File: src/spjq_pkg.sv
// Package: shared types and codes for the stable priority job queue.
`default_nettype none
package spjq_pkg;

    localparam int TAG_W    = 16;
    localparam int PRIO_W   = 8;
    localparam int STATUS_W = 2;
    localparam int FILL_W   = 5;

    localparam logic MODE_INSERT = 1'b0;
    localparam logic MODE_REMOVE = 1'b1;

    localparam logic POLICY_FCFS     = 1'b0;
    localparam logic POLICY_PRIORITY = 1'b1;

    localparam logic [STATUS_W-1:0] STATUS_DONE  = 2'd0;
    localparam logic [STATUS_W-1:0] STATUS_FULL  = 2'd1;
    localparam logic [STATUS_W-1:0] STATUS_EMPTY = 2'd2;

    // Contents of one queue cell
    typedef struct packed {
        logic              occ;
        logic [TAG_W-1:0]  tag;
        logic [PRIO_W-1:0] prio;
    } entry_t;

    // Command broadcast to every cell
    typedef struct packed {
        logic              ins;
        logic              rem;
        logic              policy;
        logic [TAG_W-1:0]  tag;
        logic [PRIO_W-1:0] prio;
    } ctrl_t;

    localparam entry_t EMPTY_ENTRY = '{occ: 1'b0, tag: '0, prio: '0};

endpackage
`default_nettype wire

File: src/spjq_if.sv
// Interfaces: job input, result output and policy configuration channels.
`default_nettype none
interface spjq_in_if;
    logic                       valid;
    logic                       ready;
    logic                       mode;
    logic [spjq_pkg::TAG_W-1:0]  job_tag;
    logic [spjq_pkg::PRIO_W-1:0] job_priority;

    modport source (output valid, output mode, output job_tag, output job_priority,
                    input ready);
    modport sink   (input valid, input mode, input job_tag, input job_priority,
                    output ready);
endinterface

interface spjq_out_if;
    logic                         valid;
    logic                         ready;
    logic [spjq_pkg::STATUS_W-1:0] op_status;
    logic [spjq_pkg::TAG_W-1:0]    out_tag;
    logic [spjq_pkg::PRIO_W-1:0]   out_priority;
    logic [spjq_pkg::FILL_W-1:0]   fill_level;

    modport source (output valid, output op_status, output out_tag, output out_priority,
                    output fill_level, input ready);
    modport sink   (input valid, input op_status, input out_tag, input out_priority,
                    input fill_level, output ready);
endinterface

interface spjq_cfg_if;
    logic valid;
    logic ready;
    logic policy_select;

    modport source (output valid, output policy_select, input ready);
    modport sink   (input valid, input policy_select, output ready);
endinterface
`default_nettype wire

File: src/spjq_cell.sv
// One queue cell: holds a job and shifts toward the front or back with its neighbors.
`default_nettype none
module spjq_cell
(
    input  wire logic              clk,
    input  wire logic              rst_n,
    input  wire spjq_pkg::ctrl_t   ctl,
    input  wire spjq_pkg::entry_t  prev_entry,
    input  wire spjq_pkg::entry_t  next_entry,
    input  wire logic              after_in,
    output logic                   after_out,
    output spjq_pkg::entry_t       entry
);

    logic                          occ_reg, occ_next;
    logic [spjq_pkg::TAG_W-1:0]    tag_reg, tag_next;
    logic [spjq_pkg::PRIO_W-1:0]   prio_reg, prio_next;
    logic                          gt;

    // A held job with a larger priority number marks the insert point
    assign gt        = occ_reg && (ctl.policy == spjq_pkg::POLICY_PRIORITY)
                       && (prio_reg > ctl.prio);
    assign after_out = after_in || !occ_reg || gt;

    always_comb
    begin
        occ_next  = occ_reg;
        tag_next  = tag_reg;
        prio_next = prio_reg;
        if (ctl.rem)
        begin
            occ_next  = next_entry.occ;
            tag_next  = next_entry.tag;
            prio_next = next_entry.prio;
        end
        else if (ctl.ins)
        begin
            if (after_in)
            begin
                occ_next  = prev_entry.occ;
                tag_next  = prev_entry.tag;
                prio_next = prev_entry.prio;
            end
            else if (after_out)
            begin
                occ_next  = 1'b1;
                tag_next  = ctl.tag;
                prio_next = ctl.prio;
            end
        end
    end

    always_ff @(posedge clk or negedge rst_n)
    begin
        if (!rst_n)
        begin
            occ_reg <= 1'b0;
        end
        else
        begin
            occ_reg <= occ_next;
        end
    end

    always_ff @(posedge clk)
    begin
        tag_reg  <= tag_next;
        prio_reg <= prio_next;
    end

    assign entry = '{occ: occ_reg, tag: tag_reg, prio: prio_reg};

endmodule
`default_nettype wire

File: src/stable_priority_job_queue.sv
// Top level: stable priority job queue built as a chain of shifting cells.
// One transaction per cycle in both directions: every item is finished in the cycle it
// is accepted and its result is registered, so an insert or remove can follow each
// cycle while the result register drains. The insert point is found by an OR chain
// rippling through all QUEUE_DEPTH cells, which sets the critical path. Priority policy
// puts a job ahead of the first held job with a larger priority number; first-come
// policy and priority inserts with no such job append at the back. Removes always
// take the front cell. fill_level reports the job count modulo 32.
`default_nettype none
module stable_priority_job_queue
#(
    parameter int QUEUE_DEPTH = 16
)
(
    input  wire logic   clk,
    input  wire logic   rst_n,
    spjq_in_if.sink     job_in,
    spjq_out_if.source  result_out,
    spjq_cfg_if.sink    cfg
);

    localparam int CW = $clog2(QUEUE_DEPTH + 1);

    logic                          policy_reg;
    logic [CW-1:0]                 count_reg, count_next;
    logic                          res_valid_reg;
    logic [spjq_pkg::STATUS_W-1:0] status_reg, status_next;
    logic [spjq_pkg::TAG_W-1:0]    otag_reg, otag_next;
    logic [spjq_pkg::PRIO_W-1:0]   oprio_reg, oprio_next;
    logic [spjq_pkg::FILL_W-1:0]   fill_reg;

    logic              accept, full, empty;
    spjq_pkg::ctrl_t   ctl;
    spjq_pkg::entry_t  cells [QUEUE_DEPTH];
    logic [QUEUE_DEPTH:0] after;

    assign cfg.ready    = 1'b1;
    assign job_in.ready = !res_valid_reg || result_out.ready;
    assign accept       = job_in.valid && job_in.ready;
    assign full         = (count_reg == CW'(QUEUE_DEPTH));
    assign empty        = (count_reg == '0);

    assign ctl.ins    = accept && (job_in.mode == spjq_pkg::MODE_INSERT) && !full;
    assign ctl.rem    = accept && (job_in.mode == spjq_pkg::MODE_REMOVE) && !empty;
    assign ctl.policy = policy_reg;
    assign ctl.tag    = job_in.job_tag;
    assign ctl.prio   = job_in.job_priority;

    assign after[0] = 1'b0;

    for (genvar i = 0; i < QUEUE_DEPTH; i++)
    begin : g_cell
        spjq_pkg::entry_t prev_e, next_e;
        if (i == 0)
        begin : g_first
            assign prev_e = spjq_pkg::EMPTY_ENTRY;
        end
        else
        begin : g_mid
            assign prev_e = cells[i-1];
        end
        if (i == QUEUE_DEPTH - 1)
        begin : g_last
            assign next_e = spjq_pkg::EMPTY_ENTRY;
        end
        else
        begin : g_inner
            assign next_e = cells[i+1];
        end

        spjq_cell u_cell
        (
            .clk        (clk),
            .rst_n      (rst_n),
            .ctl        (ctl),
            .prev_entry (prev_e),
            .next_entry (next_e),
            .after_in   (after[i]),
            .after_out  (after[i+1]),
            .entry      (cells[i])
        );
    end

    always_comb
    begin
        count_next  = count_reg;
        status_next = spjq_pkg::STATUS_DONE;
        otag_next   = '0;
        oprio_next  = '0;
        if (job_in.mode == spjq_pkg::MODE_INSERT)
        begin
            if (full)
            begin
                status_next = spjq_pkg::STATUS_FULL;
            end
            else
            begin
                count_next = count_reg + CW'(1);
            end
        end
        else
        begin
            if (empty)
            begin
                status_next = spjq_pkg::STATUS_EMPTY;
            end
            else
            begin
                count_next = count_reg - CW'(1);
                otag_next  = cells[0].tag;
                oprio_next = cells[0].prio;
            end
        end
    end

    always_ff @(posedge clk or negedge rst_n)
    begin
        if (!rst_n)
        begin
            policy_reg    <= spjq_pkg::POLICY_FCFS;
            count_reg     <= '0;
            res_valid_reg <= 1'b0;
        end
        else
        begin
            if (cfg.valid && cfg.ready)
            begin
                policy_reg <= cfg.policy_select;
            end
            if (accept)
            begin
                count_reg     <= count_next;
                res_valid_reg <= 1'b1;
            end
            else if (result_out.ready)
            begin
                res_valid_reg <= 1'b0;
            end
        end
    end

    always_ff @(posedge clk)
    begin
        if (accept)
        begin
            status_reg <= status_next;
            otag_reg   <= otag_next;
            oprio_reg  <= oprio_next;
            fill_reg   <= spjq_pkg::FILL_W'(count_next);
        end
    end

    assign result_out.valid        = res_valid_reg;
    assign result_out.op_status    = status_reg;
    assign result_out.out_tag      = otag_reg;
    assign result_out.out_priority = oprio_reg;
    assign result_out.fill_level   = fill_reg;

endmodule
`default_nettype wire
File: src/flat_wrapper.sv
// flat-port wrapper written by rule: the top's interface ports become plain ports
module stable_priority_job_queue_flat 
#(
    parameter int QUEUE_DEPTH = 16
)
  (clk, rst_n, job_in_valid, job_in_mode, job_in_job_tag, job_in_job_priority, job_in_ready, result_out_valid, result_out_op_status, result_out_out_tag, result_out_out_priority, result_out_fill_level, result_out_ready, cfg_valid, cfg_policy_select, cfg_ready);
  spjq_in_if job_in_i ();
  spjq_out_if result_out_i ();
  spjq_cfg_if cfg_i ();
  input  wire logic clk;
  input  wire logic rst_n;
  input wire logic [$bits(job_in_i.valid)-1:0] job_in_valid;
  input wire logic [$bits(job_in_i.mode)-1:0] job_in_mode;
  input wire logic [$bits(job_in_i.job_tag)-1:0] job_in_job_tag;
  input wire logic [$bits(job_in_i.job_priority)-1:0] job_in_job_priority;
  output wire logic [$bits(job_in_i.ready)-1:0] job_in_ready;
  output wire logic [$bits(result_out_i.valid)-1:0] result_out_valid;
  output wire logic [$bits(result_out_i.op_status)-1:0] result_out_op_status;
  output wire logic [$bits(result_out_i.out_tag)-1:0] result_out_out_tag;
  output wire logic [$bits(result_out_i.out_priority)-1:0] result_out_out_priority;
  output wire logic [$bits(result_out_i.fill_level)-1:0] result_out_fill_level;
  input wire logic [$bits(result_out_i.ready)-1:0] result_out_ready;
  input wire logic [$bits(cfg_i.valid)-1:0] cfg_valid;
  input wire logic [$bits(cfg_i.policy_select)-1:0] cfg_policy_select;
  output wire logic [$bits(cfg_i.ready)-1:0] cfg_ready;
  assign job_in_i.valid = job_in_valid;
  assign job_in_i.mode = job_in_mode;
  assign job_in_i.job_tag = job_in_job_tag;
  assign job_in_i.job_priority = job_in_job_priority;
  assign job_in_ready = job_in_i.ready;
  assign result_out_valid = result_out_i.valid;
  assign result_out_op_status = result_out_i.op_status;
  assign result_out_out_tag = result_out_i.out_tag;
  assign result_out_out_priority = result_out_i.out_priority;
  assign result_out_fill_level = result_out_i.fill_level;
  assign result_out_i.ready = result_out_ready;
  assign cfg_i.valid = cfg_valid;
  assign cfg_i.policy_select = cfg_policy_select;
  assign cfg_ready = cfg_i.ready;
  stable_priority_job_queue #(.QUEUE_DEPTH(QUEUE_DEPTH)) u_core (.clk(clk), .rst_n(rst_n), .job_in(job_in_i), .result_out(result_out_i), .cfg(cfg_i));
endmodule
File: config.mk
export PLATFORM = sky130hd
export DESIGN_NAME = stable_priority_job_queue_flat
export DESIGN_NICKNAME = d
export VERILOG_FILES = /design/src/spjq_pkg.sv /design/src/spjq_if.sv /design/src/spjq_cell.sv /design/src/stable_priority_job_queue.sv /design/src/flat_wrapper.sv
export SDC_FILE = /design/constraint.sdc
export NUM_CORES = 1
export LEC_CHECK = 0
export BUFFER_PORTS_ARGS = -buffer_cell sky130_fd_sc_hd__buf_2
export CAP_MARGIN = 20
export CORE_MARGIN = 10
export CORE_UTILIZATION = 63
export CTS_CLUSTER_DIAMETER = 40
export CTS_CLUSTER_SIZE = 8
export DETAILED_ROUTE_END_ITERATION = 12
export PLACE_DENSITY = 0.76
export RECOVER_POWER = 100
export SYNTH_ARGS = -nofsm -noshare
export SYNTH_HDL_FRONTEND = slang
export SYNTH_SLANG_ARGS = --single-unit
File: constraint.sdc
create_clock -name clk -period 6.4 [get_ports clk]
set_input_delay 0.32 -clock clk [delete_from_list [all_inputs] [get_ports clk]]
set_output_delay 0.32 -clock clk [all_outputs]
set_load 0.005 [all_outputs]
==> results.sh <==
export IMPL_place_inst=2841
export IMPL_cap_viol_max_count=10
export IMPL_holdPathStages=3
export IMPL_die_h_um=218
export IMPL_ir_drop_uv=266
export IMPL_fmax_mhz=188
export IMPL_post_route_period_util=0.829
export IMPL_hp_start="result_out_ready"
export IMPL_postRouteAntennaNets=0
export IMPL_async_flop_share=0.0525
export IMPL_grtUsageTotal=0.308
export IMPL_timing_rr_start="u_core.count_reg[1]"
export IMPL_synth_area_leader_cell="edfxtp_1"
export IMPL_ys_warn_count=0
export IMPL_use_met2=0.426
export IMPL_largest_reg_flops=256
export IMPL_cts_tree="yes"
export IMPL_drc=0
export IMPL_path_clk_slew_ns=0.04
export IMPL_ctsResizeCount=0
export IMPL_n_antenna_cell=0
export IMPL_synth_area_leaders="edfxtp_1 (47%), mux2i_1 (9.8%), nand2_1 (6.7%), ha_1 (6.6%), o21ai_0 (5.7%)"
export IMPL_slowest_delay_ns=1.94
export IMPL_synth_edf_count=391
export IMPL_fin_tns_setup_ns=0
export IMPL_ctsRootBufferMaster="clkbuf_16"
export IMPL_final_max_slew_viol_count=307
export IMPL_crit_chain="inv_1, ha_1, nor2b_1, nand2b_1, o21ai_0, clkbuf_1, nor2_1, buf_4, nor2_1, nor2_2, clkbuf_2"
export IMPL_tightest_slew_ns=2.73
export IMPL_core_mm2=0.0387
export IMPL_busiest_layer="met1"
export IMPL_syn_avg_cell_area_um2=10.4
export IMPL_setup_viol_count_final=0
export IMPL_worst_endpoint_required_ns=6.61
export IMPL_worstPathMaxFanout=27
export IMPL_outcome="finished, violations left"
export IMPL_rows=72
export IMPL_r2r_cells=11
export IMPL_ff_latch_area_mm2=0.0128
export IMPL_h_tree_depth=3
export IMPL_io_buffers=63
export IMPL_cts_buffer_depth=3
export IMPL_skew_ns=0.0227
export IMPL_synthCells=2388
export IMPL_grt_util_met1=0.464
export IMPL_routed_via_density=6.64
export IMPL_synth_area_mm2=0.0248
export IMPL_hold_ws_ns=0.0622
export IMPL_violations="max-capacitance violations, max-slew violations"
export IMPL_drive_above_1_share=0.0977
export IMPL_fill_cells=2886
export IMPL_r2r_end="u_core.g_cell[5].u_cell.tag_reg[7]"
export IMPL_fp_dieArea_mm2=0.0477
export IMPL_worstSetupEndpointType="flop"
export IMPL_max_slew_margin=-0.823
export IMPL_syn_nets=2549
export IMPL_ys_seq_area_frac=0.517
export IMPL_timing_final_crit_period_ns=5.31
export IMPL_layout_nets=2567
export IMPL_hold_viol_final=0
export IMPL_crit_slowest_cell="nor2_1"
export IMPL_grt_overflow_total=0
export IMPL_synth_top_area_frac=0.474
export IMPL_routed_wl_um=74700
export IMPL_hp_class="in -> reg"
export IMPL_gp_congestion=0.941
export IMPL_boundaryPins=65
export IMPL_dieWidth_um=218
export IMPL_antenna_found_initial=3
export IMPL_hold_end="u_core.result_out.valid"
export IMPL_synth_top_flop_cell="edfxtp_1"
export IMPL_grt_max_degree=299
export IMPL_place_detailed_hpwl_um=49800
export IMPL_setup_worst_path_start_class="flop"
export IMPL_fin_cells=2974
export IMPL_avgRoutedWirePerCell_um=25.1
export IMPL_grt_pass1_vias=18700
export IMPL_worst_skew_pair_late_latency_ns=0.59
export IMPL_reg2reg_slack_ns=1.09
export IMPL_syn2layout_area_growth_pct=11.9
export IMPL_clkSinkCount=438
export IMPL_cp_common_cell="nor2_1"
export IMPL_p_per_area_mw_per_mm2=385
export IMPL_grt_pass1_wl_um=113000
export IMPL_drtIter0Drc=3219
export IMPL_postSynthRegisterBits=438
export IMPL_arrival_ns=5.52
export IMPL_grt_setup_unrepaired="false"
export IMPL_yosysUniqueCellTypes=68
export IMPL_drtPass1Iterations=8
export IMPL_multi_input_area_mm2=0.0110
export IMPL_cts_buffers_inserted=76
export IMPL_via_count=19700
export IMPL_leakage_nw=10.4
export IMPL_grt_use_met3=0.0771
export IMPL_initial_core_util=0.639
export IMPL_crit_type="reg -> reg"
==> placed cells by master, fill, tap and decap left out, types with 5 or more instances in the layout <==
cell	instances
o21a_1	6
nand3_1	68
mux2i_1	242
o221ai_1	9
nand2_1	438
nor2b_1	10
a21oi_1	146
clkinv_2	10
ha_1	130
o21ai_0	288
buf_2	32
mux2_2	25
nor3_1	31
a31oi_1	16
and2_1	8
and3_1	5
inv_1	63
buf_4	32
o211ai_1	56
nand2b_1	7
dfxtp_1	24
o221a_2	23
a211oi_1	7
clkbuf_1	63
dfrtp_1	23
a21o_1	13
clkbuf_16	78
nand4_1	18
edfxtp_1	391
and2_0	18
nor2_1	85
==> report_power, final <==
part	internal (mW)	switching, mW
sequential	3.86	0.409
combinational	0.963	1.67
clock	2.39	1.38
total	7.21	3.46
==> critical path, delay by kind of cell (launching register included) <==
family / cells / cell delay, ns
buf+inv: 4 / 1.60
compound gates: 1 / 0.14
flops: 1 / 0.51
fa+ha+maj: 1 / 0.22
simple gates: 5 / 2.41
==> cell families after synthesis <==
group,Yosys count,synth area share
muxes,270,0.111
adders and majority gates,130,0.0657
other,1,0.000151
DFF,438,0.517
AOI/OAI and AO/OA,594,0.141
and+or+nand+nor,713,0.125
xor gates and xnor gates,2,0.000707
buffers and inverters,240,0.0405
==> stage by stage <==
stage	total power, mW	setup slack (ns)	instance area (um^2)	util
detailed placement	6.87	1.31	25500	0.659
global route	11.1	0.867	27700	0.715
finish	10.7	1.09	27700	0.715
CTS	10.6	1.86	27900	0.720
global placement	6.76	1.28	25500	0.658
floorplan	5.99	1.11	24800	-
==> timing repair <==
item	in CTS	in global routing
hold endpoints to repair	25	0
hold buffers	4	0
setup buffers	0	0
==> synthesized netlist by cell type, types with 32 or more instances <==
cell type	instances
a21oi_1	147
clkbuf_1	129
edfxtp_1	391
ha_1	130
inv_1	62
mux2i_1	242
nand2_1	439
nand3_1	70
nor2_1	86
nor3_1	32
o211ai_1	56
o21ai_0	283
==> layout make-up <==
type	count	area share
clock buffers	99	0.0736
clock inverters	29	0.0103
inverters	63	0.00853
multi-input cells	1710	0.397
flip-flops and latches	438	0.462
well taps	518	0.0234
repair buffers	117	0.0249
==> how the worst max path moves through the flow <==
stage | startpoint | endpoint | slack (ns)
4_1_cts | job_in_job_priority[3] | u_core.g_cell[13].u_cell.prio_reg[7] | 1.86
3_5_place_dp | job_in_job_priority[3] | u_core.g_cell[13].u_cell.prio_reg[7] | 1.31
6_report | u_core.count_reg[1] | u_core.g_cell[5].u_cell.tag_reg[7] | 1.09
3_3_place_gp | job_in_job_priority[3] | u_core.g_cell[14].u_cell.tag_reg[6] | 1.28
5_1_grt | u_core.count_reg[1] | u_core.g_cell[5].u_cell.tag_reg[7] | 0.87
2_1_floorplan | job_in_job_priority[1] | u_core.g_cell[9].u_cell.prio_reg[0] | 1.11
==> metal layers <==
layer | routed length, um | up-vias
met2 | 31200 | 1296
met5 | 0 | -
met3 | 10100 | 133
met4 | 1860 | 0
li1 | - | 8842
met1 | 31600 | 9467
No activity file was read; power rests on OpenSTA's default activity.
